[src/hdl/qet_pkg.sv]
// Shared types and constants of the quoted, escaped byte tokenizer.
`default_nettype none

package qet_pkg;

  localparam int unsigned CharW       = 8;
  localparam int unsigned DelimWordW  = 64;
  localparam int unsigned NumDelimWds = 4;
  localparam int unsigned DelimMapW   = DelimWordW * NumDelimWds;
  localparam int unsigned CfgIdxW     = 3;
  localparam int unsigned CfgDataW    = 64;

  // configuration register indexes
  localparam logic [CfgIdxW-1:0] CFG_DELIM_MAP_0 = 3'd0;
  localparam logic [CfgIdxW-1:0] CFG_DELIM_MAP_1 = 3'd1;
  localparam logic [CfgIdxW-1:0] CFG_DELIM_MAP_2 = 3'd2;
  localparam logic [CfgIdxW-1:0] CFG_DELIM_MAP_3 = 3'd3;
  localparam logic [CfgIdxW-1:0] CFG_ALLOW_EMPTY = 3'd4;

  // special bytes
  localparam logic [CharW-1:0] CH_NUL    = 8'h00;
  localparam logic [CharW-1:0] CH_QUOTE  = 8'h22;
  localparam logic [CharW-1:0] CH_BSLASH = 8'h5C;
  localparam logic [CharW-1:0] CH_N      = 8'h6E;
  localparam logic [CharW-1:0] CH_T      = 8'h74;
  localparam logic [CharW-1:0] CH_R      = 8'h72;
  localparam logic [CharW-1:0] CH_LF     = 8'h0A;
  localparam logic [CharW-1:0] CH_TAB    = 8'h09;
  localparam logic [CharW-1:0] CH_CR     = 8'h0D;

  // results produced by one byte
  localparam logic [1:0] NRES_NONE = 2'd0;
  localparam logic [1:0] NRES_ONE  = 2'd1;
  localparam logic [1:0] NRES_TWO  = 2'd2;

  typedef struct packed {
    logic             has_char;
    logic [CharW-1:0] char_out;
    logic             token_end;
    logic             text_end;
    logic             last_of_run;
  } qet_res_t;

  typedef struct packed {
    logic token_open;
    logic quoted;
    logic esc;
  } qet_state_t;

  typedef struct packed {
    logic [1:0] num_res;
    qet_res_t   res0;
    qet_state_t nxt;
  } qet_dec_t;

  // second result of a trailing delimiter with empty tokens kept
  localparam qet_res_t TRAIL_EMPTY_RES = '{
    has_char:    1'b0,
    char_out:    '0,
    token_end:   1'b1,
    text_end:    1'b1,
    last_of_run: 1'b1
  };

endpackage

`default_nettype wire

[src/hdl/qet_in_if.sv]
// Input byte channel of the tokenizer.
`default_nettype none

interface qet_in_if;
  logic                    valid;
  logic                    ready;
  logic [qet_pkg::CharW-1:0] char_in;
  logic                    last_byte;

  modport source (output valid, output char_in, output last_byte, input ready);
  modport sink   (input valid, input char_in, input last_byte, output ready);
endinterface

`default_nettype wire

[src/hdl/qet_out_if.sv]
// Result channel of the tokenizer.
`default_nettype none

interface qet_out_if;
  logic                    valid;
  logic                    ready;
  logic                    has_char;
  logic [qet_pkg::CharW-1:0] char_out;
  logic                    token_end;
  logic                    text_end;
  logic                    last_of_run;

  modport source (output valid, output has_char, output char_out, output token_end,
                  output text_end, output last_of_run, input ready);
  modport sink   (input valid, input has_char, input char_out, input token_end,
                  input text_end, input last_of_run, output ready);
endinterface

`default_nettype wire

[src/hdl/qet_cfg_if.sv]
// Configuration write channel of the tokenizer.
`default_nettype none

interface qet_cfg_if;
  logic                         valid;
  logic                         ready;
  logic [qet_pkg::CfgIdxW-1:0]  index;
  logic [qet_pkg::CfgDataW-1:0] data;

  modport source (output valid, output index, output data, input ready);
  modport sink   (input valid, input index, input data, output ready);
endinterface

`default_nettype wire

[src/hdl/qet_cfg_regs.sv]
// Configuration registers: delimiter map and allow-empty flag.
`default_nettype none

module qet_cfg_regs (
  input  wire logic                         clk_i,
  input  wire logic                         rst_ni,
  qet_cfg_if.sink                           cfg,
  output logic [qet_pkg::DelimMapW-1:0]     delim_map_o,
  output logic                              allow_empty_o
);
  import qet_pkg::*;

  logic [NumDelimWds-1:0][DelimWordW-1:0] map_q;
  logic                                   allow_empty_q;

  assign cfg.ready = 1'b1;

  always_ff @(posedge clk_i or negedge rst_ni) begin
    if (!rst_ni) begin
      map_q         <= '0;
      allow_empty_q <= 1'b0;
    end else if (cfg.valid) begin
      unique case (cfg.index)
        CFG_DELIM_MAP_0: map_q[0] <= cfg.data[DelimWordW-1:0];
        CFG_DELIM_MAP_1: map_q[1] <= cfg.data[DelimWordW-1:0];
        CFG_DELIM_MAP_2: map_q[2] <= cfg.data[DelimWordW-1:0];
        CFG_DELIM_MAP_3: map_q[3] <= cfg.data[DelimWordW-1:0];
        CFG_ALLOW_EMPTY: allow_empty_q <= cfg.data[0];
        default: ;  // unmapped index, write dropped
      endcase
    end
  end

  assign delim_map_o   = map_q;
  assign allow_empty_o = allow_empty_q;

endmodule

`default_nettype wire

[src/hdl/qet_decode.sv]
// Per-byte decode: delimiter lookup, quote/escape handling, next state.
`default_nettype none

module qet_decode (
  input  wire logic [qet_pkg::CharW-1:0]     char_i,
  input  wire logic                          last_i,
  input  wire qet_pkg::qet_state_t           state_i,
  input  wire logic [qet_pkg::DelimMapW-1:0] delim_map_i,
  input  wire logic                          allow_empty_i,
  output qet_pkg::qet_dec_t                  dec_o
);
  import qet_pkg::*;

  logic             is_delim;
  logic             eff_quoted;
  logic             eff_esc;
  logic             has;
  logic [CharW-1:0] ch;
  logic             emit;

  assign is_delim   = delim_map_i[char_i];
  // a byte that opens a token starts with clean quote/escape state
  assign eff_quoted = state_i.token_open & state_i.quoted;
  assign eff_esc    = state_i.token_open & state_i.esc;

  always_comb begin
    dec_o   = '0;
    has     = 1'b0;
    ch      = '0;
    emit    = 1'b0;

    if (!state_i.token_open && is_delim) begin
      // delimiter between tokens: skipped, or opens an empty token; a last byte also ends the text
      dec_o.nxt.token_open = allow_empty_i;
      if (last_i) begin
        dec_o.num_res        = NRES_ONE;
        dec_o.res0.token_end = allow_empty_i;
        dec_o.res0.text_end  = 1'b1;
      end
    end else begin
      dec_o.nxt.token_open = 1'b1;
      dec_o.nxt.quoted     = eff_quoted;
      if (eff_esc) begin
        case (char_i)
          CH_N:    begin has = 1'b1; ch = CH_LF;  end
          CH_T:    begin has = 1'b1; ch = CH_TAB; end
          CH_R:    begin has = 1'b1; ch = CH_CR;  end
          CH_NUL:  has = 1'b0;
          default: begin has = 1'b1; ch = char_i; end
        endcase
        emit = has | last_i;
      end else if (is_delim && !eff_quoted) begin
        // closes the token; with empty tokens kept a new one opens
        dec_o.nxt.token_open = allow_empty_i;
        dec_o.nxt.quoted     = 1'b0;
        dec_o.num_res        = (last_i && allow_empty_i) ? NRES_TWO : NRES_ONE;
        dec_o.res0.token_end = 1'b1;
        dec_o.res0.text_end  = last_i & ~allow_empty_i;
      end else if (char_i == CH_QUOTE) begin
        dec_o.nxt.quoted = ~eff_quoted;
        emit             = last_i;
      end else if (char_i == CH_BSLASH) begin
        dec_o.nxt.esc = 1'b1;
        emit          = last_i;
      end else begin
        has  = 1'b1;
        ch   = char_i;
        emit = 1'b1;
      end

      if (emit) begin
        dec_o.num_res        = NRES_ONE;
        dec_o.res0.has_char  = has;
        dec_o.res0.char_out  = ch;
        dec_o.res0.token_end = last_i;
        dec_o.res0.text_end  = last_i;
      end
    end

    dec_o.res0.last_of_run = (dec_o.num_res == NRES_ONE);
    if (last_i) begin
      dec_o.nxt = '0;  // text ends: next byte starts fresh
    end
  end

endmodule

`default_nettype wire

[src/hdl/quoted_escaped_tokenizer.sv]
// Top level of the quoted, escaped byte tokenizer.
//
//  channel | dir | payload                                          | request when
//  --------+-----+--------------------------------------------------+------------------
//  in_i    | in  | char_in[7:0], last_byte                          | valid & ready
//  out_o   | out | has_char, char_out[7:0], token_end, text_end,    | valid & ready
//          |     | last_of_run                                      |
//  cfg_i   | in  | index[2:0], data[63:0]                           | valid & ready
//
//  One byte per cycle sustained while the output accepts results. A byte is held
//  in the input register, is decoded there and its first result lands in the
//  output register. A trailing delimiter with empty tokens kept yields two results;
//  the second follows the first through the output register, holding input for it.
//  Bytes that yield nothing retire even while the output is stalled.
//  Reset clears the tokenizer state, the delimiter map and the allow-empty flag;
//  config is always ready and takes effect on the next decoded byte.
`default_nettype none

module quoted_escaped_tokenizer (
  input  wire logic clk_i,
  input  wire logic rst_ni,
  qet_in_if.sink    in_i,
  qet_out_if.source out_o,
  qet_cfg_if.sink   cfg_i
);
  import qet_pkg::*;

  // configuration
  logic [DelimMapW-1:0] delim_map;
  logic                 allow_empty;

  // input register
  logic             in_vld_q;
  logic [CharW-1:0] in_char_q;
  logic             in_last_q;

  // tokenizer state
  qet_state_t state_q;

  // output register plus a flag for the queued second result
  logic     out_vld_q;
  qet_res_t out_res_q;
  logic     pend_q;

  qet_dec_t dec;
  logic     slot_free;
  logic     consume;
  logic     in_req;
  logic     out_req;

  qet_cfg_regs u_cfg_regs (
    .clk_i         (clk_i),
    .rst_ni        (rst_ni),
    .cfg           (cfg_i),
    .delim_map_o   (delim_map),
    .allow_empty_o (allow_empty)
  );

  qet_decode u_decode (
    .char_i        (in_char_q),
    .last_i        (in_last_q),
    .state_i       (state_q),
    .delim_map_i   (delim_map),
    .allow_empty_i (allow_empty),
    .dec_o         (dec)
  );

  // output slot is free if empty or draining with nothing queued behind it
  assign slot_free = !out_vld_q || (out_o.ready && !pend_q);
  assign consume   = in_vld_q && ((dec.num_res == NRES_NONE) || slot_free);
  assign in_i.ready = !in_vld_q || consume;
  assign in_req     = in_i.valid && in_i.ready;
  assign out_req    = out_vld_q && out_o.ready;

  always_ff @(posedge clk_i or negedge rst_ni) begin
    if (!rst_ni) begin
      in_vld_q <= 1'b0;
    end else if (in_req) begin
      in_vld_q <= 1'b1;
    end else if (consume) begin
      in_vld_q <= 1'b0;
    end
  end

  always_ff @(posedge clk_i) begin
    if (in_req) begin
      in_char_q <= in_i.char_in;
      in_last_q <= in_i.last_byte;
    end
  end

  always_ff @(posedge clk_i or negedge rst_ni) begin
    if (!rst_ni) begin
      state_q <= '0;
    end else if (consume) begin
      state_q <= dec.nxt;
    end
  end

  // a new result only loads when the slot is free, so it never meets a
  // queued second result
  always_ff @(posedge clk_i or negedge rst_ni) begin
    if (!rst_ni) begin
      out_vld_q <= 1'b0;
      pend_q    <= 1'b0;
    end else if (consume && dec.num_res != NRES_NONE) begin
      out_vld_q <= 1'b1;
      pend_q    <= (dec.num_res == NRES_TWO);
    end else if (out_req) begin
      if (pend_q) begin
        pend_q <= 1'b0;
      end else begin
        out_vld_q <= 1'b0;
      end
    end
  end

  always_ff @(posedge clk_i) begin
    if (consume && dec.num_res != NRES_NONE) begin
      out_res_q <= dec.res0;
    end else if (out_req && pend_q) begin
      out_res_q <= TRAIL_EMPTY_RES;
    end
  end

  assign out_o.valid       = out_vld_q;
  assign out_o.has_char    = out_res_q.has_char;
  assign out_o.char_out    = out_res_q.char_out;
  assign out_o.token_end   = out_res_q.token_end;
  assign out_o.text_end    = out_res_q.text_end;
  assign out_o.last_of_run = out_res_q.last_of_run;

  // a queued second result always sits behind a valid first one
  a_pend_has_out: assert property (@(posedge clk_i) disable iff (!rst_ni)
    pend_q |-> out_vld_q)
    else $error("second result queued without a result in the output register");

  // the queued result is the trailing empty token
  a_pend_shape: assert property (@(posedge clk_i) disable iff (!rst_ni)
    (pend_q && out_o.ready) |=>
      (out_vld_q && out_o.token_end && out_o.text_end && !out_o.has_char &&
       out_o.last_of_run && !pend_q))
    else $error("trailing empty token malformed");

  // quote or escape state only lives inside an open token
  a_state_in_token: assert property (@(posedge clk_i) disable iff (!rst_ni)
    (state_q.quoted || state_q.esc) |-> state_q.token_open)
    else $error("quote or escape state outside a token");

  // last byte of a text clears all tokenizer state
  a_last_clears: assert property (@(posedge clk_i) disable iff (!rst_ni)
    (consume && in_last_q) |=> (state_q == '0))
    else $error("state not cleared at end of text");

  // a valid result with no second one queued behind it must end the run
  a_single_run_end: assert property (@(posedge clk_i) disable iff (!rst_ni)
    (out_vld_q && !pend_q) |-> out_o.last_of_run)
    else $error("last result of a byte lacks last_of_run");

endmodule

`default_nettype wire
[src/flat_wrapper.sv]
// flat-port wrapper written by rule: the top's interface ports become plain ports
module quoted_escaped_tokenizer_flat import qet_pkg::*;
  (clk_i, rst_ni, in_i_valid, in_i_char_in, in_i_last_byte, in_i_ready, out_o_valid, out_o_has_char, out_o_char_out, out_o_token_end, out_o_text_end, out_o_last_of_run, out_o_ready, cfg_i_valid, cfg_i_index, cfg_i_data, cfg_i_ready);
  qet_in_if in_i_i ();
  qet_out_if out_o_i ();
  qet_cfg_if cfg_i_i ();
  input  wire logic clk_i;
  input  wire logic rst_ni;
  input wire logic [$bits(in_i_i.valid)-1:0] in_i_valid;
  input wire logic [$bits(in_i_i.char_in)-1:0] in_i_char_in;
  input wire logic [$bits(in_i_i.last_byte)-1:0] in_i_last_byte;
  output wire logic [$bits(in_i_i.ready)-1:0] in_i_ready;
  output wire logic [$bits(out_o_i.valid)-1:0] out_o_valid;
  output wire logic [$bits(out_o_i.has_char)-1:0] out_o_has_char;
  output wire logic [$bits(out_o_i.char_out)-1:0] out_o_char_out;
  output wire logic [$bits(out_o_i.token_end)-1:0] out_o_token_end;
  output wire logic [$bits(out_o_i.text_end)-1:0] out_o_text_end;
  output wire logic [$bits(out_o_i.last_of_run)-1:0] out_o_last_of_run;
  input wire logic [$bits(out_o_i.ready)-1:0] out_o_ready;
  input wire logic [$bits(cfg_i_i.valid)-1:0] cfg_i_valid;
  input wire logic [$bits(cfg_i_i.index)-1:0] cfg_i_index;
  input wire logic [$bits(cfg_i_i.data)-1:0] cfg_i_data;
  output wire logic [$bits(cfg_i_i.ready)-1:0] cfg_i_ready;
  assign in_i_i.valid = in_i_valid;
  assign in_i_i.char_in = in_i_char_in;
  assign in_i_i.last_byte = in_i_last_byte;
  assign in_i_ready = in_i_i.ready;
  assign out_o_valid = out_o_i.valid;
  assign out_o_has_char = out_o_i.has_char;
  assign out_o_char_out = out_o_i.char_out;
  assign out_o_token_end = out_o_i.token_end;
  assign out_o_text_end = out_o_i.text_end;
  assign out_o_last_of_run = out_o_i.last_of_run;
  assign out_o_i.ready = out_o_ready;
  assign cfg_i_i.valid = cfg_i_valid;
  assign cfg_i_i.index = cfg_i_index;
  assign cfg_i_i.data = cfg_i_data;
  assign cfg_i_ready = cfg_i_i.ready;
  quoted_escaped_tokenizer u_core (.clk_i(clk_i), .rst_ni(rst_ni), .in_i(in_i_i), .out_o(out_o_i), .cfg_i(cfg_i_i));
endmodule
[config.mk]
export PLATFORM = sky130hd
export DESIGN_NAME = quoted_escaped_tokenizer_flat
export DESIGN_NICKNAME = d
export VERILOG_FILES = /design/src/hdl/qet_pkg.sv /design/src/hdl/qet_in_if.sv /design/src/hdl/qet_out_if.sv /design/src/hdl/qet_cfg_if.sv /design/src/hdl/qet_cfg_regs.sv /design/src/hdl/qet_decode.sv /design/src/hdl/quoted_escaped_tokenizer.sv /design/src/flat_wrapper.sv
export SDC_FILE = /design/constraint.sdc
export NUM_CORES = 1
export LEC_CHECK = 0
export BUFFER_PORTS_ARGS = -buffer_cell sky130_fd_sc_hd__buf_4
export CORE_MARGIN = 3
export CORE_UTILIZATION = 26
export CTS_CLUSTER_SIZE = 12
export DETAILED_ROUTE_END_ITERATION = 10
export PLACE_DENSITY = 0.45
export SYNTH_ARGS = -nofsm -noshare
export SYNTH_HDL_FRONTEND = slang
export SYNTH_SLANG_ARGS = --single-unit
[constraint.sdc]
create_clock -name clk_i -period 3.6 [get_ports clk_i]
set_input_delay 0.36 -clock clk_i [delete_from_list [all_inputs] [get_ports clk_i]]
set_output_delay 0.36 -clock clk_i [all_outputs]
set_load 0.005 [all_outputs]
==> results.toml, run 1 <==
[outcome]
outcome = "finished with violations"
failed_checks = "negative setup slack"

[global_route]
grt_start_max_net_pins = 88
initial_antenna_violation_count = 0
wire_length_of_the_first_global_routing_pass_um = 55100
vias_in_the_first_global_route = 8608
grt_overflow = 0
global_route.usage.total = 0.135

[power]
power_density_nw_per_um2 = 593
static_leakage_nw = 6.86
total_power_mw = 9.89
ir_drop_uv = 244

[route]
via_count = 7938
wirelength_um = 35300
postRouteAntennaNets = 0
wl_per_cell_um = 20.6
initial_drt_markers = 424
dr.pass1.iters = 4
remaining_drc_errors = 0
routed_via_density = 4.63

[sta]
setup_violations = 15
fin_tns_setup_ns = -0.881
fmax_mhz = 247
post_layout_min_period_ns = 4.05
timing.final.ws_setup_ns = -0.453
final.setup_skew_ns = 0.0196
final_max_slew_viol_count = 0
relSlewSlack = 0.341
max_slew.worst_pin.slew_ns = 0.988
timing.final.crit_share = 1.13
final_hold_viols = 0
finalHoldWorstSlack_ns = 0.0303
rsz_0062_raised_after_global_routing = "true"

[clock_network]
cts.clk_slew.worst_paths_ns = 0.06
clock_path_buffers = 3
clock_sinks = 284
cts_tree = "yes"
cts_max_level = 2
numCtsBuffers = 35
cts.root.buffer_cell = "sky130_fd_sc_hd__clkbuf_16"
clock_insertion_delay_worst_skew_ns = 0.54

[floorplanning]
top_level_ports = 96
fp.dieW_um = 231
placeableCoreArea_um2 = 49500
placementRows = 81
die-area_um2 = 53300
starting_utilization_of_the_core_area = 0.266
die_height_um = 231

[layout]
num-fill-cells = 4879
final_net_count = 1105
layout-area-overhead-vs-synth_pct = 27.0
final_layout_size_suffix_gt1_frac = 0.549
multi_input_comb_area_um2 = 5850
final_instance_count_without_filler_cells = 1715
utilization = 0.337
finish.instance_area_um2 = 16700
antenna_cells = 0
final-seq-area_um2 = 7210

[synthesis]
syn_avg_cell_area_um2 = 15.1
yosys.cell_types.count = 60
most_numerous_cell_in_the_yosys_netlist = "sky130_fd_sc_hd__mux2_2"
netlist_top_cells_count = "sky130_fd_sc_hd__mux2_2, sky130_fd_sc_hd__dfrtp_1, sky130_fd_sc_hd__mux4_2, sky130_fd_sc_hd__clkbuf_1, sky130_fd_sc_hd__nand2_1"
synth_xor_xnor_area_share = 0.000666
yosys.area_share.simple = 0.0436
synth_edf_count = 21
synth_area_leaders = "sky130_fd_sc_hd__dfrtp_1, sky130_fd_sc_hd__mux2_2, sky130_fd_sc_hd__mux4_2"
yosys_warnings = 0
syn-cell-area_um2 = 13100
synthArstFlopShare = 0.926
synthAdderAreaFrac = 0
synth_top_area_frac = 0.501
synth-compound-area-share = 0.0374
synth.mux.area_fraction = 0.345
synth_top_family_by_area = "multiplexers"
yosysTopAreaCell = "sky130_fd_sc_hd__dfrtp_1"
postSynth.topFlopCell = "sky130_fd_sc_hd__dfrtp_1"
synth_sequential_area_ratio = 0.549
synth_fp_nets = 953
netlist_instances = 872
postSynthRegisterBits = 284

[worst_hold_path]
min-delay-path-class = "in2reg"

[setup_path]
timing.critical_path.from_type = "flip-flop"
critPathArrivalTime_ns = 3.69
endpoint_kind = "output pin"
critical_path_peak_fanout = 4
crit_required_ns = 3.24
critical_path_class = "reg2out"

[placement]
place_inst = 1627
place.gp.congestion = 0.802
place_ws_ns = -0.125
placed_area_um2 = 15000
placement.io_buffers = 94
half_perimeter_wire_length_after_detailed_placement_um = 24300

[job]
max_cap_viol_count = 0
-- critical path, stage by stage (launching register included) --
cell,delay [ns]
sky130_fd_sc_hd__edfxtp_1,0.45
sky130_fd_sc_hd__buf_6,0.17
sky130_fd_sc_hd__buf_12,0.12
sky130_fd_sc_hd__buf_16,0.12
sky130_fd_sc_hd__mux4_2,0.47
sky130_fd_sc_hd__o22ai_4,0.21
sky130_fd_sc_hd__a211oi_4,0.05
sky130_fd_sc_hd__and4b_2,0.29
sky130_fd_sc_hd__a2111oi_4,0.31
sky130_fd_sc_hd__buf_4,0.19
sky130_fd_sc_hd__a21oi_4,0.05
sky130_fd_sc_hd__buf_6,0.16
sky130_fd_sc_hd__a21oi_4,0.16
sky130_fd_sc_hd__o311ai_4,0.12
sky130_fd_sc_hd__buf_4,0.16
sky130_fd_sc_hd__buf_6,0.11
-- sequential cells by signal (all words and copies together), names as in the netlist, 3 cells and up --
name                           cells
u_core.in_char_q                   8
u_core.u_cfg_regs.delim_map_o    256
u_core.state_q                     3
u_core.out_o.char_out              8
-- where the power goes --
group          total [mW]  switching [mW]  internal, mW
Combinational        2.18           0.878          1.30
Clock                3.39            1.38          2.01
Sequential           4.32           0.386          3.93
-- layout by cell type (no fill, tap or decap), types with 4 or more instances in the layout --
| master | count |
|---|---|
| sky130_fd_sc_hd__a21oi_1 | 7 |
| sky130_fd_sc_hd__a22oi_1 | 6 |
| sky130_fd_sc_hd__a31oi_1 | 4 |
| sky130_fd_sc_hd__and2_1 | 4 |
| sky130_fd_sc_hd__buf_12 | 19 |
| sky130_fd_sc_hd__buf_4 | 133 |
| sky130_fd_sc_hd__buf_6 | 10 |
| sky130_fd_sc_hd__clkbuf_1 | 11 |
| sky130_fd_sc_hd__clkbuf_16 | 37 |
| sky130_fd_sc_hd__clkbuf_8 | 8 |
| sky130_fd_sc_hd__clkinv_2 | 6 |
| sky130_fd_sc_hd__dfrtp_1 | 263 |
| sky130_fd_sc_hd__dlygate4sd3_1 | 7 |
| sky130_fd_sc_hd__edfxtp_1 | 21 |
| sky130_fd_sc_hd__inv_1 | 5 |
| sky130_fd_sc_hd__mux2_2 | 263 |
| sky130_fd_sc_hd__mux2i_1 | 28 |
| sky130_fd_sc_hd__mux4_2 | 54 |
| sky130_fd_sc_hd__nand2_1 | 30 |
| sky130_fd_sc_hd__nand2b_1 | 4 |
| sky130_fd_sc_hd__nand3_1 | 7 |
| sky130_fd_sc_hd__nand3b_1 | 4 |
| sky130_fd_sc_hd__nor2_1 | 16 |
| sky130_fd_sc_hd__nor2b_1 | 7 |
| sky130_fd_sc_hd__o21ai_0 | 7 |
| sky130_fd_sc_hd__o22ai_1 | 4 |
-- cell families after synthesis --
group | count (synthesis)
mux | 352
flops | 284
simple gates | 107
compound gates | 64
buf+inv | 63
xor+xnor | 1
other cells | 1
-- timing repair --
item	CTS	global route
pin swaps	7	15
cloned	2	1
hold endpoints to repair	90	0
setup endpoints to repair	34	36
hold buffers	7	0
setup buffers	9	6
gates resized for setup	22	31
-- layer usage --
layer	part of all wire	wire [um]	track usage
met1	0.47	16500	0.186
met2	0.48	17000	0.219
met3	0.036	1260	0.0230
met4	0.016	563	0.0391
met5	0	0	0
-- area by class of cell --
type | instances | share of cell area
Sequential cell | 284 | 0.432
Multi-Input combinational cell | 525 | 0.351
Timing Repair Buffer | 173 | 0.0993
Clock buffer | 55 | 0.0631
Tap cell | 664 | 0.0498
Clock inverter | 9 | 0.00375
Inverter | 5 | 0.00112
-- path summary, 6_finish.rpt --
check,from,endpoint,slack [ns],depth (start not counted)
max,u_core.in_char_q[1]$_DFFE_PP_,in_i_ready,-0.45,15
min in group asynchronous,rst_ni,u_core.u_cfg_regs.delim_map_o[156]$_DFFE_PN0P_,0.44,2
max reg2reg,u_core.in_char_q[1]$_DFFE_PP_,u_core.out_o.char_out[0]$_SDFFCE_PP0P_,-0.05,17
min reg2reg,u_core.u_cfg_regs.delim_map_o[229]$_DFFE_PN0P_,u_core.u_cfg_regs.delim_map_o[229]$_DFFE_PN0P_,0.50,1
min,in_i_char_in[4],u_core.in_char_q[4]$_DFFE_PP_,0.03,1
max in group asynchronous,rst_ni,u_core.u_cfg_regs.delim_map_o[235]$_DFFE_PN0P_,2.30,3
(Power assumes the default switching activity.)
==> run 2, diff against run 1 <==
--- a/config.mk
+++ b/config.mk
@@ -5,9 +5,11 @@
 export SDC_FILE = /design/constraint.sdc
 export NUM_CORES = 1
 export LEC_CHECK = 0
+export ABC_AREA = 1
 export BUFFER_PORTS_ARGS = -buffer_cell sky130_fd_sc_hd__buf_4
 export CORE_MARGIN = 3
 export CORE_UTILIZATION = 26
+export CTS_CLUSTER_DIAMETER = 50
 export CTS_CLUSTER_SIZE = 12
 export DETAILED_ROUTE_END_ITERATION = 10
 export PLACE_DENSITY = 0.45
==> run 2 against run 1 <==
Largest power group unchanged; combinational power is 9% lower; the run now ends clean; worst setup slack better by 0.62 ns; sequential share of layout area is 0.96 points lower; first-iteration DRC count is 140% higher; largest cell class unchanged; register-to-register slack better by 0.27 ns; non-clock buffer count is 20 lower; area after synthesis is 4.2% higher; flip-flop and latch count stayed put; sequential power is 3% lower; clock power is 17% higher.
==> results.toml, run 2 <==
[sta]
relSlewSlack = 0.475
max_slew.worst_pin.slew_ns = 0.788
final_hold_viols = 0
fmax_mhz = 291
final_max_slew_viol_count = 0
finalHoldWorstSlack_ns = 0.0606
fin_tns_setup_ns = 0
timing.final.crit_share = 0.953
final.setup_skew_ns = 0.0264
post_layout_min_period_ns = 3.43
setup_violations = 0
rsz_0062_raised_after_global_routing = "true"

[synthesis]
synth_top_family_by_area = "simple AND/OR/NAND/NOR gates"
netlist_instances = 1825
postSynth.topFlopCell = "sky130_fd_sc_hd__dfrtp_1"
synth.mux.area_fraction = 0
syn-cell-area_um2 = 13700
synth_area_leaders = "sky130_fd_sc_hd__dfrtp_1, sky130_fd_sc_hd__nand2_1, sky130_fd_sc_hd__o21ai_0"
netlist_top_cells_count = "sky130_fd_sc_hd__nand2_1, sky130_fd_sc_hd__o21ai_0, sky130_fd_sc_hd__dfrtp_1, sky130_fd_sc_hd__inv_1, sky130_fd_sc_hd__nor2_1"
synth_sequential_area_ratio = 0.526
synthArstFlopShare = 0.926
yosys.area_share.simple = 0.257
synth_fp_nets = 1906
most_numerous_cell_in_the_yosys_netlist = "sky130_fd_sc_hd__nand2_1"
synth_top_area_frac = 0.480
synthAdderAreaFrac = 0
yosys_warnings = 0
synth_xor_xnor_area_share = 0
yosys.cell_types.count = 31
syn_avg_cell_area_um2 = 7.51
synth_edf_count = 21
postSynthRegisterBits = 284
synth-compound-area-share = 0.123
yosysTopAreaCell = "sky130_fd_sc_hd__dfrtp_1"

[setup_path]
critical_path.endpoint = "in_i_ready"
crit_required_ns = 3.24
timing.critical_path.from_type = "flip-flop"
timing.critical_path.from = "u_core.in_char_q[0]$_DFFE_PP_"
critical_path_peak_fanout = 12
ff2ff_setup_slack_ns = 0.22
r2r.worst_path.cells = 25
endpoint_kind = "output pin"
timing.rr.end = "u_core.out_o.char_out[6]$_SDFFCE_PP0P_"
worst_r2r_startpoint = "u_core.in_char_q[0]$_DFFE_PP_"
critPathArrivalTime_ns = 3.07
critical_path_class = "reg2out"

[layout]
utilization = 0.330
layout-area-overhead-vs-synth_pct = 24.5
largest_reg_flops = 256
layout.cells.most_common_list = "sky130_fd_sc_hd__nand2_1, sky130_fd_sc_hd__o21ai_0, sky130_fd_sc_hd__dfrtp_1"
final_net_count = 1996
final_layout_size_suffix_gt1_frac = 0.130
mostFrequentLayoutCell = "sky130_fd_sc_hd__nand2_1"
antenna_cells = 0
num-fill-cells = 5585

[global_route]
grt_start_max_net_pins = 129
grt_overflow = 0
wire_length_of_the_first_global_routing_pass_um = 66300
vias_in_the_first_global_route = 11700
initial_antenna_violation_count = 0
global_route.usage.total = 0.148

[floorplanning]
die_height_um = 236
placeableCoreArea_um2 = 51700
starting_utilization_of_the_core_area = 0.265
placementRows = 83
fp.dieW_um = 236
top_level_ports = 96
die-area_um2 = 55500

[route]
remaining_drc_errors = 0
routed_via_density = 4.47
wirelength_um = 42200
wl_per_cell_um = 16.1
initial_drt_markers = 1018
via_count = 11700
dr.pass1.iters = 5
postRouteAntennaNets = 0

[placement]
half_perimeter_wire_length_after_detailed_placement_um = 25900
placement.io_buffers = 94
place.gp.congestion = 0.756

[clock_network]
cts_max_level = 2
numCtsBuffers = 39
clock_insertion_delay_worst_skew_ns = 0.55
cts.clk_slew.worst_paths_ns = 0.06
cts_tree = "yes"
cts.root.buffer_cell = "sky130_fd_sc_hd__clkbuf_16"
clock_path_buffers = 3
clock_sinks = 284

[power]
ir_drop_uv = 302
static_leakage_nw = 8.66
power_density_nw_per_um2 = 596
total_power_mw = 10.2

[job]
max_cap_viol_count = 0

[worst_hold_path]
min-delay-path-class = "in2reg"

[outcome]
outcome = "finished, final reports clean"
-- run 2: changes by cell type after synthesis, sizes merged, moves of 28 or more --
cell and delta:
nand3 +59, inv +209, mux2 -267, mux2i -31, nor2 +94, clkbuf +28, mux4 -54, o21ai +316
nand2 +655
-- run 2: layout make-up --
class	instances	area (um^2)	share of cell area
timing repair buffer	153	1520	0.0891
sequential	284	7210	0.423
inverter	214	825	0.0483
clock buffer	51	1100	0.0646
clock inverter	19	231	0.0136
tap	680	851	0.0499
multi-input combinational	1223	5320	0.312
-- run 2: worst min-delay path by stage --
stage / start / to / slack [ns] / cells after the start
2_1_floorplan: rst_ni / u_core.in_vld_q$_DFFE_PN0P_ / 0.06 / 0
3_3_place_gp: rst_ni / u_core.u_cfg_regs.delim_map_o[214]$_DFFE_PN0P_ / 0.45 / 1
3_5_place_dp: rst_ni / u_core.u_cfg_regs.delim_map_o[149]$_DFFE_PN0P_ / 0.45 / 1
4_1_cts: in_i_valid / u_core.in_vld_q$_DFFE_PN0P_ / 0.03 / 3
5_1_grt: in_i_valid / u_core.in_vld_q$_DFFE_PN0P_ / 0.07 / 3
6_report: in_i_valid / u_core.in_vld_q$_DFFE_PN0P_ / 0.06 / 3
-- run 2: repair_timing --
action | CTS | global route
gates resized for setup | 25 | 33
pin swaps | 5 | 11
hold endpoints to repair | 94 | 0
cloned | 3 | 5
buffers inserted | 5 | 7
setup endpoints to repair | 1 | 13
hold buffers | 10 | 0
-- run 2: layer usage --
layer / track usage / part of all wire
met1: 0.204 / 0.48
met2: 0.239 / 0.46
met3: 0.0213 / 0.036
met4: 0.0492 / 0.024
met5: 0 / 0
-- run 2: per-stage QoR --
stage	cells	worst slack, ns	instance area, um^2
after floorplan	1825	0.686	13700
after global placement	2527	0.234	15200
after detailed placement	2527	0.114	15200
after CTS	2615	0.00610	16800
after global routing	2624	-0.0485	17100
final	2624	0.168	17100
-- run 2: power by group --
part | internal (mW) | total (mW) | switching, mW
sequential | 3.85 | 4.20 | 0.349
clock | 2.46 | 3.98 | 1.51
combinational | 0.791 | 1.99 | 1.20
total | 7.11 | 10.2 | 3.07
-- run 2: cells by family after synthesis --
logic type / count (synthesis)
simple gates: 887
buf+inv: 318
compound gates: 335
other cells: 1
flops: 284
-- run 2: critical path, stage by stage, from the launching register on --
cell                       delay, ns
sky130_fd_sc_hd__edfxtp_1       0.43
sky130_fd_sc_hd__buf_6          0.17
sky130_fd_sc_hd__buf_6          0.14
sky130_fd_sc_hd__buf_16         0.16
sky130_fd_sc_hd__nor2_2         0.11
sky130_fd_sc_hd__nor2_1         0.04
sky130_fd_sc_hd__o21ai_1        0.12
sky130_fd_sc_hd__nand2_1        0.08
sky130_fd_sc_hd__nand2_1        0.06
sky130_fd_sc_hd__nand2_1        0.05
sky130_fd_sc_hd__nor2_1         0.08
sky130_fd_sc_hd__nor2_1         0.05
sky130_fd_sc_hd__nor2_2         0.14
sky130_fd_sc_hd__nand3_1        0.09
sky130_fd_sc_hd__nand3_1        0.09
sky130_fd_sc_hd__nand2_2        0.09
sky130_fd_sc_hd__nand2_2        0.11
sky130_fd_sc_hd__nand2_2        0.06
sky130_fd_sc_hd__nand3_2        0.07
sky130_fd_sc_hd__nand2_2        0.06
sky130_fd_sc_hd__nand3_4        0.08
sky130_fd_sc_hd__nand3_4        0.08
sky130_fd_sc_hd__buf_6          0.14
